## config.mk

```make
export PLATFORM = sky130hd
export DESIGN_NAME = signed_int_to_decimal_ascii_flat
export DESIGN_NICKNAME = d
export VERILOG_FILES = /design/src/rtl/sida_pkg.sv /design/src/rtl/sida_value_if.sv /design/src/rtl/sida_text_if.sv /design/src/rtl/signed_int_to_decimal_ascii.sv /design/src/flat_wrapper.sv
export SDC_FILE = /design/constraint.sdc
export NUM_CORES = 1
export LEC_CHECK = 0
export ABC_CLOCK_PERIOD_IN_PS = 4150
export BUFFER_PORTS_ARGS = -buffer_cell sky130_fd_sc_hd__buf_2
export CAP_MARGIN = 15
export CORE_MARGIN = 2
export CORE_UTILIZATION = 59
export DETAILED_ROUTE_END_ITERATION = 6
export GPL_TIMING_DRIVEN = 0
export PLACE_DENSITY_LB_ADDON = 0.3
export SYNTH_ARGS = -nofsm -noshare
export SYNTH_HDL_FRONTEND = slang
export SYNTH_SLANG_ARGS = --single-unit
```

## constraint.sdc

```tcl
create_clock -name clk -period 4.15 [get_ports clk]
set_input_delay 0.83 -clock clk [delete_from_list [all_inputs] [get_ports clk]]
set_output_delay 0.83 -clock clk [all_outputs]
set_load 0.05 [all_outputs]
```

## src/rtl/sida_pkg.sv

```systemverilog
// Shared types, character codes and the control program of the decimal text converter.
package sida_pkg;

  // Width of the step counter of the control program.
  localparam int unsigned PC_W = 2;

  localparam logic [7:0] CHAR_ZERO  = 8'h30;
  localparam logic [7:0] CHAR_NINE  = 8'h39;
  localparam logic [7:0] CHAR_MINUS = 8'h2D;

  typedef enum logic [1:0] {
    OP_LOAD,
    OP_SHIFT,
    OP_SIGN,
    OP_DIGIT
  } op_t;

  typedef enum logic [1:0] {
    COND_ALWAYS,
    COND_CNT_LEFT,
    COND_DIGIT_LEFT
  } cond_t;

  // When a step completes it jumps to target if its condition holds, else falls through.
  typedef struct packed {
    op_t             op;
    cond_t           cond;
    logic [PC_W-1:0] target;
  } ctrl_word_t;

  localparam logic [PC_W-1:0] PC_LOAD  = PC_W'(0);
  localparam logic [PC_W-1:0] PC_SHIFT = PC_W'(1);
  localparam logic [PC_W-1:0] PC_SIGN  = PC_W'(2);
  localparam logic [PC_W-1:0] PC_DIGIT = PC_W'(3);

  function automatic ctrl_word_t rom_word(input logic [PC_W-1:0] pc);
    ctrl_word_t w;
    case (pc)
      PC_LOAD:  w = '{op: OP_LOAD,  cond: COND_ALWAYS,     target: PC_SHIFT};
      PC_SHIFT: w = '{op: OP_SHIFT, cond: COND_CNT_LEFT,   target: PC_SHIFT};
      PC_SIGN:  w = '{op: OP_SIGN,  cond: COND_ALWAYS,     target: PC_DIGIT};
      PC_DIGIT: w = '{op: OP_DIGIT, cond: COND_DIGIT_LEFT, target: PC_DIGIT};
      default:  w = '{op: OP_LOAD,  cond: COND_ALWAYS,     target: PC_LOAD};
    endcase
    return w;
  endfunction

endpackage

```

## src/rtl/sida_value_if.sv

```systemverilog
// Request channel that carries one signed integer to be converted.
interface sida_value_if #(parameter int VALUE_WIDTH = 32);
  logic                          valid;
  logic                          ready;
  logic signed [VALUE_WIDTH-1:0] value;

  modport source (output valid, output value, input ready);
  modport sink (input valid, input value, output ready);
endinterface

```

## src/rtl/sida_text_if.sv

```systemverilog
// Request channel that carries one ASCII character of the decimal text.
interface sida_text_if;
  logic       valid;
  logic       ready;
  logic [7:0] text_char;
  logic       final_char;

  modport source (output valid, output text_char, output final_char, input ready);
  modport sink (input valid, input text_char, input final_char, output ready);
endinterface

```

## src/rtl/signed_int_to_decimal_ascii.sv

```systemverilog
// Signed integer to decimal ASCII converter, run by a small microcoded sequencer.
//
// Usage: one request on the number channel carries a signed two's complement
// value of VALUE_WIDTH bits. The block answers with its decimal text on the
// text channel, one character per request, most significant first: a leading
// '-' for a negative value, no leading zeros, "0" for zero. final_char marks
// the last character of each number.
// Sequence: a four-step program in a constant table drives the datapath. The
// first step takes the value, VALUE_WIDTH rounds of shift-and-add-3 convert
// the magnitude to BCD, one step handles the sign and one step goes to each
// BCD digit position, (VALUE_WIDTH*3)/10+1 of them; the BCD shift loop is the
// longest part of the work.
// The number channel is ready only while the program waits at its first step,
// so one item is worked on at a time; it is ready again while the last
// character still sits in the output register.
// Stalls: a held text request freezes the program at the sign or digit step that loads a character.
// Reset returns the program to its first step and drops the output request.
module signed_int_to_decimal_ascii #(
  parameter int VALUE_WIDTH = 32
) (
  input  logic                clk,
  input  logic                rst,
  sida_value_if.sink          number,
  sida_text_if.source         text
);

  localparam int NDIG  = (VALUE_WIDTH * 3) / 10 + 1;
  localparam int CNT_W = $clog2(VALUE_WIDTH);
  localparam int IDX_W = $clog2(NDIG);

  typedef logic [NDIG-1:0][3:0] bcd_t;

  logic [sida_pkg::PC_W-1:0] pc, pc_next;
  sida_pkg::ctrl_word_t      cw;
  logic [VALUE_WIDTH-1:0]    mag, mag_next;
  bcd_t                      bcd, bcd_next, bcd_adj;
  logic [CNT_W-1:0]          cnt, cnt_next;
  logic [IDX_W-1:0]          idx, idx_next;
  logic                      neg, neg_next;
  logic                      started, started_next;
  logic                      out_valid, out_valid_next;
  logic [7:0]                out_char, out_char_next;
  logic                      out_final, out_final_next;

  logic                      slot_free;
  logic                      step_go;
  logic                      cond_true;
  logic                      out_load;
  logic [3:0]                digit;
  logic                      emit_digit;

  assign cw        = sida_pkg::rom_word(pc);
  assign slot_free = !out_valid || text.ready;
  assign digit     = bcd[idx];
  assign emit_digit = started || (digit != 4'd0) || (idx == '0);

  assign number.ready    = (cw.op == sida_pkg::OP_LOAD);
  assign text.valid      = out_valid;
  assign text.text_char  = out_char;
  assign text.final_char = out_final;

  always_comb begin
    for (int i = 0; i < NDIG; i++) begin
      bcd_adj[i] = (bcd[i] >= 4'd5) ? bcd[i] + 4'd3 : bcd[i];
    end
  end

  always_comb begin
    case (cw.cond)
      sida_pkg::COND_ALWAYS:     cond_true = 1'b1;
      sida_pkg::COND_CNT_LEFT:   cond_true = (cnt != '0);
      sida_pkg::COND_DIGIT_LEFT: cond_true = (idx != '0);
      default:                   cond_true = 1'b0;
    endcase
  end

  always_comb begin
    pc_next        = pc;
    mag_next       = mag;
    bcd_next       = bcd;
    cnt_next       = cnt;
    idx_next       = idx;
    neg_next       = neg;
    started_next   = started;
    out_char_next  = out_char;
    out_final_next = out_final;
    out_load       = 1'b0;
    step_go        = 1'b0;

    case (cw.op)
      sida_pkg::OP_LOAD: begin
        step_go = number.valid;
        if (number.valid) begin
          neg_next     = number.value[VALUE_WIDTH-1];
          // The most negative value negates to itself, which read unsigned is its magnitude.
          mag_next     = number.value[VALUE_WIDTH-1] ? -number.value : number.value;
          bcd_next     = '0;
          cnt_next     = CNT_W'(VALUE_WIDTH - 1);
          idx_next     = IDX_W'(NDIG - 1);
          started_next = 1'b0;
        end
      end
      sida_pkg::OP_SHIFT: begin
        step_go  = 1'b1;
        bcd_next = bcd_t'({bcd_adj, mag[VALUE_WIDTH-1]});
        mag_next = {mag[VALUE_WIDTH-2:0], 1'b0};
        cnt_next = cnt - 1'b1;
      end
      sida_pkg::OP_SIGN: begin
        step_go = !neg || slot_free;
        if (neg && slot_free) begin
          out_load       = 1'b1;
          out_char_next  = sida_pkg::CHAR_MINUS;
          out_final_next = 1'b0;
        end
      end
      sida_pkg::OP_DIGIT: begin
        // Leading zeros are skipped without waiting for the output register.
        step_go = !emit_digit || slot_free;
        if (step_go) begin
          idx_next = idx - 1'b1;
        end
        if (emit_digit && slot_free) begin
          out_load       = 1'b1;
          started_next   = 1'b1;
          out_char_next  = sida_pkg::CHAR_ZERO + {4'd0, digit};
          out_final_next = (idx == '0);
        end
      end
      default: begin
        step_go = 1'b1;
      end
    endcase

    if (step_go) begin
      pc_next = cond_true ? cw.target : pc + 1'b1;
    end

    if (out_load) begin
      out_valid_next = 1'b1;
    end else if (text.ready) begin
      out_valid_next = 1'b0;
    end else begin
      out_valid_next = out_valid;
    end
  end

  always_ff @(posedge clk) begin
    if (rst) begin
      pc        <= sida_pkg::PC_LOAD;
      out_valid <= 1'b0;
      started   <= 1'b0;
    end else begin
      pc        <= pc_next;
      out_valid <= out_valid_next;
      started   <= started_next;
    end
    mag       <= mag_next;
    bcd       <= bcd_next;
    cnt       <= cnt_next;
    idx       <= idx_next;
    neg       <= neg_next;
    out_char  <= out_char_next;
    out_final <= out_final_next;
  end

  // An accepted value always starts the BCD conversion.
  a_load_to_shift: assert property (@(posedge clk) disable iff (rst)
    number.valid && number.ready |=> pc == sida_pkg::PC_SHIFT)
    else $error("accepted value did not start the conversion");

  // The shift loop ends exactly when its counter runs out.
  a_shift_exit: assert property (@(posedge clk) disable iff (rst)
    pc == sida_pkg::PC_SHIFT && cnt == '0 |=> pc == sida_pkg::PC_SIGN)
    else $error("shift loop did not end on its last shift");

  // Loading the last character returns the program to its first step.
  a_final_returns: assert property (@(posedge clk) disable iff (rst)
    out_load && out_final_next |=> pc == sida_pkg::PC_LOAD)
    else $error("program did not return after the last character");

  // Every character shown is a minus sign or a decimal digit.
  a_char_range: assert property (@(posedge clk) disable iff (rst)
    text.valid |-> text.text_char == sida_pkg::CHAR_MINUS ||
                   (text.text_char >= sida_pkg::CHAR_ZERO &&
                    text.text_char <= sida_pkg::CHAR_NINE))
    else $error("character out of range");

  // A minus sign is never the last character.
  a_minus_not_final: assert property (@(posedge clk) disable iff (rst)
    text.valid && text.text_char == sida_pkg::CHAR_MINUS |-> !text.final_char)
    else $error("minus sign flagged as last character");

endmodule

```

## src/flat_wrapper.sv

```systemverilog
// flat-port wrapper written by rule: the top's interface ports become plain ports
module signed_int_to_decimal_ascii_flat 
#(
  parameter int VALUE_WIDTH = 32
)
  (clk, rst, number_valid, number_value, number_ready, text_valid, text_text_char, text_final_char, text_ready);
  sida_value_if #(.VALUE_WIDTH(VALUE_WIDTH)) number_i ();
  sida_text_if text_i ();
  input  logic clk;
  input  logic rst;
  input wire logic [$bits(number_i.valid)-1:0] number_valid;
  input wire logic [$bits(number_i.value)-1:0] number_value;
  output wire logic [$bits(number_i.ready)-1:0] number_ready;
  output wire logic [$bits(text_i.valid)-1:0] text_valid;
  output wire logic [$bits(text_i.text_char)-1:0] text_text_char;
  output wire logic [$bits(text_i.final_char)-1:0] text_final_char;
  input wire logic [$bits(text_i.ready)-1:0] text_ready;
  assign number_i.valid = number_valid;
  assign number_i.value = number_value;
  assign number_ready = number_i.ready;
  assign text_valid = text_i.valid;
  assign text_text_char = text_i.text_char;
  assign text_final_char = text_i.final_char;
  assign text_i.ready = text_ready;
  signed_int_to_decimal_ascii #(.VALUE_WIDTH(VALUE_WIDTH)) u_core (.clk(clk), .rst(rst), .number(number_i), .text(text_i));
endmodule
```

==> reports/qor.yml <==
detailed_routing:
  drt_first_pass_iters: 4
  vias: 4241
  avgRoutedWirePerCell_um: 15.18
  ant_nets: 0
  wl_um: 11420
  drc_errors: 0
  drt_iter0_drc: 212
  vias_per_cell: 5.640
run_status:
  status: "finished, final reports clean"
clocking:
  cts_resized: 0
  path_clk_slew_ns: 0.10
  cts_sinks: 92
  clock-root-buffer: "clkbuf_8"
  htreeDepth: 3
  cts_buffers: 9
  ctsHoldBuffers: 0
  ctsLongestPathBuffers: 2
  clk_latency_ns: 0.36
  post_cts_buffers: 0
  cts_tree: "built"
grt:
  grt_max_degree: 78
  grt_pass1_wl_um: 18390
  grt_use_total_pct: 22.63
  grt_pass1_vias: 3981
  gr-total-overflow: 0
  antenna_found_initial: 0
logic_synthesis:
  yosysTopAreaCell: "edfxtp_1"
  synthFlopType: "edfxtp_1"
  yosys-top-cells-area: "edfxtp_1 (47%), ha_1 (6.2%), xor2_1 (5.4%), nand2_1 (4.8%), o21ai_0 (3.8%)"
  synth_cells: 562
  synth_seq_area_share_pct: 48.39
  async_flop_share_pct: 0
  avgSynthCellArea_um2: 10.01
  syn_area_mm2: 0.005627
  synth_cell_type_count: 55
  synth_seq_cells: 92
  ys.warnings.count: 0
  yosysTopAreaCellShare_pct: 46.96
  synth-edff-count: 88
die:
  core_mm2: 0.009240
  start_util_pct: 60.89
  dieHeight_um: 101.7
  die_w_um: 101.7
  rows: 35
  die_area_mm2: 0.01033
  io_pins: 47
sta:
  setup_viol: 0
  tightestPinTransition_ns: 0.9712
  timing.final.crit_share_pct: 73.20
  final-hold-violation-count: 0
  fmax_ghz: 0.3292
  fin_crit_ns: 3.038
  rsz0062_at_grt: "no"
  finClkSkew_ns: 0.01370
  slew_viol_final: 0
  setup_tns_ns: 0
  timing.final.ws_setup_ns: 1.112
  fin_hold_ws_ns: 0.5438
  slew_headroom_pct: 35.25
final_layout:
  final_common_cell: "edfxtp_1"
  fin_cells: 752
  fin_area_mm2: 0.006270
  fin_util_pct: 67.85
  num-nets-final: 682
  drive_gt1_share_pct: 12.68
  syn_to_final_growth_pct: 11.43
  final_cell_mix: "edfxtp_1 (88), nand2_1 (72), nor2_1 (50)"
  antenna_cells: 0
worst_setup_path:
  slowest_stage: "nor3b_1"
  reg2reg_from: "u_core.idx[0]"
  worstSetupPathType: "reg -> reg"
  path_buf_inv: 4
  cp.required_ns: 4.22
  end_kind: "flop"
  rr_endpoint: "u_core.text.text_char[4]"
  cp_top_family: "buffers and inverters"
  startpoint_type: "flop"
  cp.arrival_ns: 3.11
  r2r_cells: 10
  path_depth: 10
  slowest_delay_ns: 0.47
  worst-path-max-fanout: 10
  timing.reg2reg.setup_slack_ns: 1.11
  worstPathCellList: "buf_6 -> buf_2 -> inv_1 -> ha_1 -> nor3b_1 -> nor2_1 -> o211ai_1 -> nor3_1 -> a2111oi_1 -> clkdlybuf4s15_2"
placed_design:
  placed_area_mm2: 0.006022
  routabilityCongestion: 0.8870
  place_hpwl_um: 8178
  port_buffers: 43
  dp_cells: 736
  place_ws_ns: 1.066
hold_path:
  min_path_cells: 2
  hold_path_startpoint: "u_core.mag[21]"
  hold_path.class: "reg -> reg"
  hold_end: "u_core.mag[22]"
pwr:
  cellLeakagePower_nw: 2.449
  vdd_drop_max_mv: 0.2223
  power_mw: 2.760
  power_density_mw_per_mm2: 440.2
job:
  maxCapViolations: 0
==> how the worst max path moves through the flow <==
stage | start | endpoint | slack (ns)
floorplan | u_core.pc[0] | u_core.bcd[0] | 0.82
global placement | u_core.pc[1] | u_core.mag[9] | 0.28
detailed placement | number_value[4] | u_core.mag[26] | 1.07
global route | u_core.idx[0] | u_core.text.text_char[4] | 0.84
CTS | u_core.idx[0] | u_core.text.text_char[4] | 1.15
finish | u_core.idx[0] | u_core.text.text_char[4] | 1.11
==> worst min-delay path: cells and delay by family, from the launching register on <==
kind            cells  cell delay [ns]
flops               1             0.34
compound gates      1             0.06
simple gates        1             0.05
==> power by group <==
group	switching, mW	total (mW)	internal (mW)
Sequential	0.108	1.34	1.23
Combinational	0.426	0.681	0.255
Clock	0.332	0.741	0.409
Total	0.866	2.76	1.89
==> cell usage after synthesis (4+ instances only) <==
cell and n:
nand2_1 72, nand2b_1 15, edfxtp_1 88, or4_1 4, clkbuf_1 14, nor3_1 14, o41ai_1 5, xnor2_1 17
o21ai_1 6, o22ai_1 4, mux2i_1 17, o21ai_0 43, o31ai_1 11, or3_1 4, dfxtp_1 4, and2_1 4
xor2_1 35, a21oi_1 35, nor2_1 50, nor2b_1 5, nand3_1 5, ha_1 28, inv_1 33
==> kinds of logic (layout without fill, tap and decap cells) <==
group	Yosys count	in the layout	share of synthesized area (%)
compound gates	122	122	13.03
xor+xnor	52	52	8.094
buf+inv	57	117	4.180
simple gates	186	186	15.32
flops	92	92	48.39
other cells	2	3	0.1335
fa+ha+maj	28	28	6.226
mux	23	23	4.625
==> registers in the layout (all words and copies together), names as in the netlist <==
name                    count
u_core.bcd                 40
u_core.mag                 32
u_core.cnt                  5
u_core.text.text_char       5
u_core.idx                  4
u_core.pc                   2
u_core.neg                  1
u_core.started              1
u_core.text.final_char      1
u_core.text.valid           1
==> cell type report <==
class	count	area, um2
Inverter	34	130.1
Timing Repair Buffer	44	226.5
Multi-Input combinational cell	414	2674
Clock buffer	10	127.6
Buffer	23	107.6
Tap cell	129	161.4
Clock inverter	6	120.1
Sequential cell	92	2723
Fill cell	724	2970
==> metal layers <==
metal | vias up | GRT usage [%] | part of all wire (%)
met2 | 122 | 39.47 | 51
met1 | 2017 | 28.81 | 43
met4 | 0 | 6.445 | 1.3
met3 | 12 | 4.210 | 5.0
met5 | - | 0 | 0
li1 | 2090 | - | -
Power figures use the tool's default switching activity.
